==> src/sv/mrps_pkg.sv <==
// ----------------------------------------------------------------------------
// mrps_pkg
// Types and constants shared by the reference picture store.
// ----------------------------------------------------------------------------
package mrps_pkg;

  localparam int HANDLE_BITS = 8;
  localparam int ORDER_BITS  = 32;
  localparam int NUM_REFS    = 2;

  typedef logic [HANDLE_BITS-1:0]       handle_t;
  typedef logic signed [ORDER_BITS-1:0] order_t;

  typedef enum logic [1:0] {
    OP_ADD   = 2'd0,
    OP_BUMP  = 2'd1,
    OP_QUERY = 2'd2,
    OP_CLEAR = 2'd3
  } op_e;

  typedef struct packed {
    op_e                op;
    logic [7:0]         pic_id;
    logic signed [31:0] order_count;
    logic               is_reference;
    logic               needs_output;
  } item_in_t;

  typedef struct packed {
    logic       out_valid;
    logic [7:0] out_id;
    logic       prev_valid;
    logic [7:0] prev_id;
    logic       next_valid;
    logic [7:0] next_id;
    logic       bump_pending;
  } item_out_t;

  typedef struct packed {
    logic    valid;
    logic    wants;
    handle_t handle;
    order_t  order;
  } ref_slot_t;

  typedef ref_slot_t [NUM_REFS-1:0] refs_t;

  typedef struct packed {
    logic    valid;
    logic    is_ref;
    logic    wants;
    handle_t handle;
    order_t  order;
  } pend_slot_t;

  typedef struct packed {
    refs_t      refs;
    pend_slot_t pend;
  } store_t;

  // handle as reported on the 8-bit result fields
  function automatic logic [7:0] handle_out(handle_t h);
    return 8'(h);
  endfunction

endpackage

==> src/sv/mpeg2_reference_picture_store.sv <==
// ----------------------------------------------------------------------------
// mpeg2_reference_picture_store
// Two reference slots plus one pending slot; add, bump, neighbour query, clear.
// ----------------------------------------------------------------------------
//  channel   | ports                    | handshake
//  ----------+--------------------------+-----------------------------------
//  command   | start_i, busy_o, item_i  | taken when start_i && !busy_o
//  result    | done_o, result_o         | one-cycle strobe, no back-pressure
//
//  One item per cycle; busy_o stays low. The item is registered on accept,
//  the store is updated and the result registered at the next edge.
//  Reset empties every slot. The result side cannot stall, so nothing ever
//  waits on it.
// ----------------------------------------------------------------------------
module mpeg2_reference_picture_store (
  input  logic                clk_i,
  input  logic                rst_ni,
  input  logic                start_i,
  output logic                busy_o,
  input  mrps_pkg::item_in_t  item_i,
  output logic                done_o,
  output mrps_pkg::item_out_t result_o
);
  import mrps_pkg::*;

  logic      valid_q;
  item_in_t  item_q;
  store_t    store_q, store_d;
  item_out_t res_d, res_q;
  logic      done_q;

  assign busy_o = 1'b0;

  always_ff @(posedge clk_i or negedge rst_ni) begin
    if (!rst_ni) begin
      valid_q <= 1'b0;
      item_q  <= '0;
    end else begin
      valid_q <= start_i && !busy_o;
      if (start_i && !busy_o) begin
        item_q <= item_i;
      end
    end
  end

  mrps_step u_step (
    .store_i (store_q),
    .item_i  (item_q),
    .store_o (store_d),
    .res_o   (res_d)
  );

  always_ff @(posedge clk_i or negedge rst_ni) begin
    if (!rst_ni) begin
      store_q <= '0;
      done_q  <= 1'b0;
      res_q   <= '0;
    end else begin
      done_q <= valid_q;
      if (valid_q) begin
        store_q <= store_d;
        res_q   <= res_d;
      end
    end
  end

  assign done_o   = done_q;
  assign result_o = res_q;

  // every accepted item is followed by a result strobe
  a_latency: assert property (@(posedge clk_i) disable iff (!rst_ni)
    (start_i && !busy_o) |-> ##2 done_o)
    else $error("result strobe missing");

  // reported pending flag matches the stored pending slot
  a_pending: assert property (@(posedge clk_i) disable iff (!rst_ni)
    done_o |-> (result_o.bump_pending == store_q.pend.valid))
    else $error("bump_pending out of step with store");

  // a clear leaves nothing pending
  a_clear: assert property (@(posedge clk_i) disable iff (!rst_ni)
    (valid_q && item_q.op == OP_CLEAR) |=> (!store_q.pend.valid &&
      !store_q.refs[0].valid && !store_q.refs[1].valid))
    else $error("clear left slots occupied");

  // handles read zero when their valid bit is low
  a_zero_ids: assert property (@(posedge clk_i) disable iff (!rst_ni)
    done_o |-> ((result_o.out_valid || result_o.out_id == 8'd0) &&
                (result_o.prev_valid || result_o.prev_id == 8'd0) &&
                (result_o.next_valid || result_o.next_id == 8'd0)))
    else $error("handle set without valid");

endmodule

==> src/sv/mrps_step.sv <==
// ----------------------------------------------------------------------------
// mrps_step
// Next store contents and result for one operation (combinational).
// ----------------------------------------------------------------------------
module mrps_step (
  input  mrps_pkg::store_t    store_i,
  input  mrps_pkg::item_in_t  item_i,
  output mrps_pkg::store_t    store_o,
  output mrps_pkg::item_out_t res_o
);
  import mrps_pkg::*;

  // append to a free slot, else replace the lower-order one unless it is newer
  function automatic refs_t insert_ref(refs_t r, handle_t h, order_t o, logic w);
    refs_t t;
    logic  slot;
    t    = r;
    slot = 1'b0;
    if (!r[0].valid) begin
      t[0] = '{valid: 1'b1, wants: w, handle: h, order: o};
    end else if (!r[1].valid) begin
      t[1] = '{valid: 1'b1, wants: w, handle: h, order: o};
    end else begin
      slot = (r[0].order > r[1].order);
      if (!(r[slot].order > o)) begin
        t[slot] = '{valid: 1'b1, wants: w, handle: h, order: o};
      end
    end
    return t;
  endfunction

  handle_t id;
  order_t  oc;

  // bump selection
  logic    cand0, cand1, has_ref, rsel, pick_pend;
  order_t  best;

  // neighbour selection
  logic    above0, above1, pv0, pv1, nx0, nx1, prev_sel, next_sel;

  assign id = HANDLE_BITS'(item_i.pic_id);
  assign oc = ORDER_BITS'(item_i.order_count);

  assign cand0   = store_i.refs[0].valid && store_i.refs[0].wants;
  assign cand1   = store_i.refs[1].valid && store_i.refs[1].wants;
  assign has_ref = cand0 || cand1;
  // earlier slot wins ties
  assign rsel    = cand1 && (!cand0 || (store_i.refs[0].order > store_i.refs[1].order));
  assign best    = store_i.refs[rsel].order;
  assign pick_pend = store_i.pend.valid && store_i.pend.wants &&
                     (!has_ref || (best > store_i.pend.order));

  assign above0 = store_i.refs[0].order > oc;
  assign above1 = store_i.refs[1].order > oc;
  assign pv0    = store_i.refs[0].valid && !above0;
  assign pv1    = store_i.refs[1].valid && !above1;
  assign nx0    = store_i.refs[0].valid && above0;
  assign nx1    = store_i.refs[1].valid && above1;
  // prev: later slot wins ties; next: earlier slot wins ties
  assign prev_sel = pv1 && (!pv0 || !(store_i.refs[0].order > store_i.refs[1].order));
  assign next_sel = nx1 && (!nx0 || (store_i.refs[0].order > store_i.refs[1].order));

  always_comb begin
    store_o = store_i;
    res_o   = '0;
    case (item_i.op)
      OP_ADD: begin
        if (!item_i.is_reference || (store_i.refs[0].valid && store_i.refs[1].valid)) begin
          store_o.pend = '{valid: 1'b1, is_ref: item_i.is_reference,
                           wants: item_i.needs_output, handle: id, order: oc};
        end else begin
          store_o.refs = insert_ref(store_i.refs, id, oc, item_i.needs_output);
        end
      end
      OP_BUMP: begin
        if (pick_pend) begin
          res_o.out_valid     = 1'b1;
          res_o.out_id        = handle_out(store_i.pend.handle);
          store_o.pend.wants  = 1'b0;
        end else if (has_ref) begin
          res_o.out_valid              = 1'b1;
          res_o.out_id                 = handle_out(store_i.refs[rsel].handle);
          store_o.refs[rsel].wants     = 1'b0;
        end
        if (store_i.pend.valid && store_i.pend.is_ref) begin
          store_o.refs       = insert_ref(store_o.refs, store_i.pend.handle,
                                          store_i.pend.order, store_o.pend.wants);
          store_o.pend.valid = 1'b0;
        end else if (pick_pend) begin
          store_o.pend.valid = 1'b0;
        end
      end
      OP_QUERY: begin
        if (pv0 || pv1) begin
          res_o.prev_valid = 1'b1;
          res_o.prev_id    = handle_out(store_i.refs[prev_sel].handle);
        end
        if (nx0 || nx1) begin
          res_o.next_valid = 1'b1;
          res_o.next_id    = handle_out(store_i.refs[next_sel].handle);
        end
      end
      OP_CLEAR: begin
        store_o = '0;
      end
      default: begin
        store_o = store_i;
      end
    endcase
    res_o.bump_pending = store_o.pend.valid;
  end

endmodule

==> config.mk <==
export PLATFORM = sky130hd
export DESIGN_NAME = mpeg2_reference_picture_store
export DESIGN_NICKNAME = d
export VERILOG_FILES = /design/src/sv/mrps_pkg.sv /design/src/sv/mpeg2_reference_picture_store.sv /design/src/sv/mrps_step.sv
export SDC_FILE = /design/constraint.sdc
export NUM_CORES = 1
export LEC_CHECK = 0
export ABC_CLOCK_PERIOD_IN_PS = 6700
export BUFFER_PORTS_ARGS = -buffer_cell sky130_fd_sc_hd__buf_2
export CAP_MARGIN = 20
export CORE_MARGIN = 4
export CORE_UTILIZATION = 62
export CTS_CLUSTER_SIZE = 8
export DETAILED_ROUTE_END_ITERATION = 6
export PLACE_DENSITY = 0.81
export SKIP_LAST_GASP = 1
export SLEW_MARGIN = 20
export SYNTH_ARGS = -nofsm -noshare
export SYNTH_HDL_FRONTEND = slang
export SYNTH_SLANG_ARGS = --single-unit
==> constraint.sdc <==
create_clock -name clk_i -period 6.7 [get_ports clk_i]
set_clock_uncertainty 0.2 [all_clocks]
set_input_delay 0.67 -clock clk_i [delete_from_list [all_inputs] [get_ports clk_i]]
set_output_delay 0.67 -clock clk_i [all_outputs]
set_load 0.01 [all_outputs]
==> results.yml <==
finish:
  instances_no_fill: 1725
  syn2layout_area_growth_pct: 9.797
  final_cell_mix: "199 x dfrtp_1, 181 x nand2_1, 160 x ha_1"
  num_antenna_cells: 0
  final_area_mm2: 0.01450
  layout_commonest_cell: "dfrtp_1"
  drive_gt1_share_pct: 12.14
  nNetsFinal: 1644
worst_setup_path:
  crit_required_ns: 6.87
  worstPathCellList: "ha_1 > a21oi_1 > o21ai_0 > a221oi_1 > o211ai_1 > nor3_2 > o21ai_4 > buf_4 > a31oi_4 > buf_4 > mux2_1 > ha_1 > nand2_1 > nor4_1 > a21boi_0 > o31ai_1 > nor4b_1 > or3_1 > nor2_2 > a22oi_1 > o21ai_1"
  cp_max_fo: 16
  critPathBufInv: 2
  cpLargestDelayFamily: "compound AO/OA/AOI/OAI gates"
  startpoint_type: "flip-flop"
  cp.arrival_ns: 6.45
  crit_slowest_cell: "a31oi_4"
  slowest_delay_ns: 0.56
  critical_path_class: "flip-flop to flip-flop"
  end_kind: "flip-flop"
global_route:
  grt_remaining_overflow: 0
  grt_pass1_wl_um: 62260
  grt_usage_pct: 32.70
  grt_start_max_net_pins: 99
  grt_antenna_before_repair: 0
  grt_pass1_vias: 11640
power_and_ir_drop:
  power_leakage_nw: 6.753
  fin_total_pwr_w: 0.005040
  p_per_area_mw_per_mm2: 347.6
  ir_worst_vdd_v: 0.0002079
cts:
  numCtsBuffers: 17
  cts_tree: "yes"
  post_cts_buffers: 0
  clk_pin_slew_worst_paths_ns: 0.09
  clock-root-buffer: "clkbuf_16"
  clk_latency_ns: 0.46
  clkSinkCount: 200
  htreeDepth: 4
  clockBufferDepth: 2
detailed_routing:
  vias: 11560
  via_per_inst: 6.704
  firstDrtPassIters: 6
  drt-wirelength-per-cell_um: 22.34
  drcViolationCount: 0
  ant_nets: 0
  wl_um: 38530
  drtIter0Drc: 973
placement:
  gp_congestion: 0.9563
  dpl.hpwl_um: 26050
  dp.cells: 1693
  numPortBuffers: 75
  placed_cell_area_mm2: 0.01385
timing:
  setup_violations: 0
  setup-tns-final_ns: 0
  whs_ns: 0.08983
  fmax_ghz: 0.1593
  drv_slew: 0
  fin_crit_ns: 6.276
  rsz0062_at_grt: "false"
  worstMarginPinSlew_ns: 0.9590
  fin_crit_sh_pct: 93.67
  max_slew_margin_pct: 35.84
  hold_viol: 0
floorplanning:
  initial_core_util_pct: 63.02
  std_cell_rows: 53
  num_io_pins: 77
  die_h_um: 153.9
  die_area_mm2: 0.02370
  core_mm2: 0.02096
  dieWidth_um: 153.9
logic_synthesis:
  synth_edf_count: 0
  synth_nets: 1603
  netlist_area_mm2: 0.01321
  synthCells: 1396
  synth-seq-cells: 200
  yosysSeqAreaShare_pct: 37.90
  postSynthAreaPerCell_um2: 9.459
  synth_cell_type_count: 71
  yosys_warnings: 0
  synth-main-ff-cell: "dfrtp_1"
  async_flop_share_pct: 100.0
flow_run:
  cap_violations: 0
status:
  status: "finished, final reports clean"
min_path:
  min_path_type: "primary input to asynchronous set/reset pin"
-- Yosys cell counts, types with 4 or more instances --
cell / count / area (um2)
a211oi_1: 8 / 60.06
a21o_1: 23 / 172.7
a21oi_1: 83 / 415.4
a221o_1: 57 / 570.6
a22oi_1: 16 / 120.1
a32oi_1: 40 / 350.3
and2_1: 10 / 62.56
buf_1: 4 / 15.01
buf_2: 15 / 75.07
buf_6: 8 / 90.09
clkbuf_1: 48 / 180.2
dfrtp_1: 200 / 5005
ha_1: 160 / 2002
inv_1: 103 / 386.6
mux2_1: 29 / 326.6
mux2_2: 15 / 168.9
nand2_1: 182 / 683.2
nand3_1: 14 / 70.07
nand4_1: 33 / 206.5
nor2_1: 27 / 101.4
nor2b_1: 30 / 187.7
nor3_1: 40 / 200.2
nor3b_1: 4 / 30.03
nor4_1: 5 / 31.28
o211ai_1: 9 / 67.56
o21a_1: 5 / 37.54
o21ai_0: 109 / 545.5
o21ai_1: 10 / 50.05
o2bb2ai_1: 44 / 385.4
o31ai_1: 5 / 37.54
-- area by class of cell --
| cell class | instances | area [um2] |
|---|---|---|
| repair buffers | 100 | 636.9 |
| clock buffers | 17 | 425.4 |
| flip-flops and latches | 200 | 5006 |
| fillers | 1632 | 6456 |
| multi-input cells | 1015 | 7482 |
| well taps | 275 | 344.1 |
| inverters | 103 | 386.6 |
| clock inverters | 15 | 217.7 |
-- worst register-to-register path: stages, from the launching register on --
cell and delay (ns):
dfrtp_1 0.43, ha_1 0.35, a21oi_1 0.15, o21ai_0 0.13
a221oi_1 0.40, o211ai_1 0.26, nor3_2 0.32, o21ai_4 0.14
buf_4 0.19, a31oi_4 0.56, buf_4 0.33, mux2_1 0.35
ha_1 0.30, nand2_1 0.07, nor4_1 0.35, a21boi_0 0.26
o31ai_1 0.12, nor4b_1 0.17, or3_1 0.46, nor2_2 0.37
a22oi_1 0.14, o21ai_1 0.13
-- power breakdown --
group	total [W]	switching (W)	internal, W
registers	0.00172	0.000297	0.00142
clock network	0.00112	0.000569	0.000552
logic	0.00220	0.00131	0.000886
-- layer usage --
metal | GRT usage [%] | part of all wire, % | vias up
met4 | 13.16 | 3.9 | 0
met1 | 43.36 | 41 | 5599
li1 | - | - | 5283
met3 | 5.826 | 7.4 | 125
met5 | 0 | 0 | -
met2 | 53.41 | 48 | 557
-- per-stage QoR --
stage / utilization (%) / setup slack (ns)
finish: 69.19 / 0.4244
global route: 69.19 / 0.003570
CTS: 69.18 / 0.3202
detailed placement: 66.11 / 0.3793
global placement: 65.75 / 0.5732
floorplan: - / 1.543
-- cell families after synthesis --
family	share of synthesized area, %
other cells	0.02840
fa+ha+maj	15.16
buf+inv	5.827
flops	37.90
simple gates	13.46
compound gates	23.87
mux	3.752
-- sequential cells by signal (all words and copies together) (netlist names) --
signal,flops
done_o,1
item_q,44
result_o,27
store_q,127
valid_q,1
-- repair_timing --
| action | CTS | global route |
|---|---|---|
| resized for setup | 0 | 1 |
| hold buffers | 0 | 0 |
| endpoints found under the setup margin | 0 | 8 |
-- worst paths after layout --
check | slack, ns | cells past startpoint | to | start
min reg2reg | 0.33 | 1 | result_o[18]$_DFFE_PN0P_ | result_o[18]$_DFFE_PN0P_
min in group clk_i | 0.21 | 3 | item_q[6]$_DFFE_PN0P_ | item_i[6]
max in group asynchronous | 4.78 | 2 | store_q[54]$_DFFE_PN0P_ | rst_ni
min | 0.09 | 1 | result_o[13]$_DFFE_PN0P_ | rst_ni
max | 0.42 | 21 | result_o[20]$_DFFE_PN0P_ | store_q[66]$_DFFE_PN0P_
max reg2reg | 0.42 | 21 | result_o[20]$_DFFE_PN0P_ | store_q[66]$_DFFE_PN0P_
No activity file was read; power rests on OpenSTA's default activity.
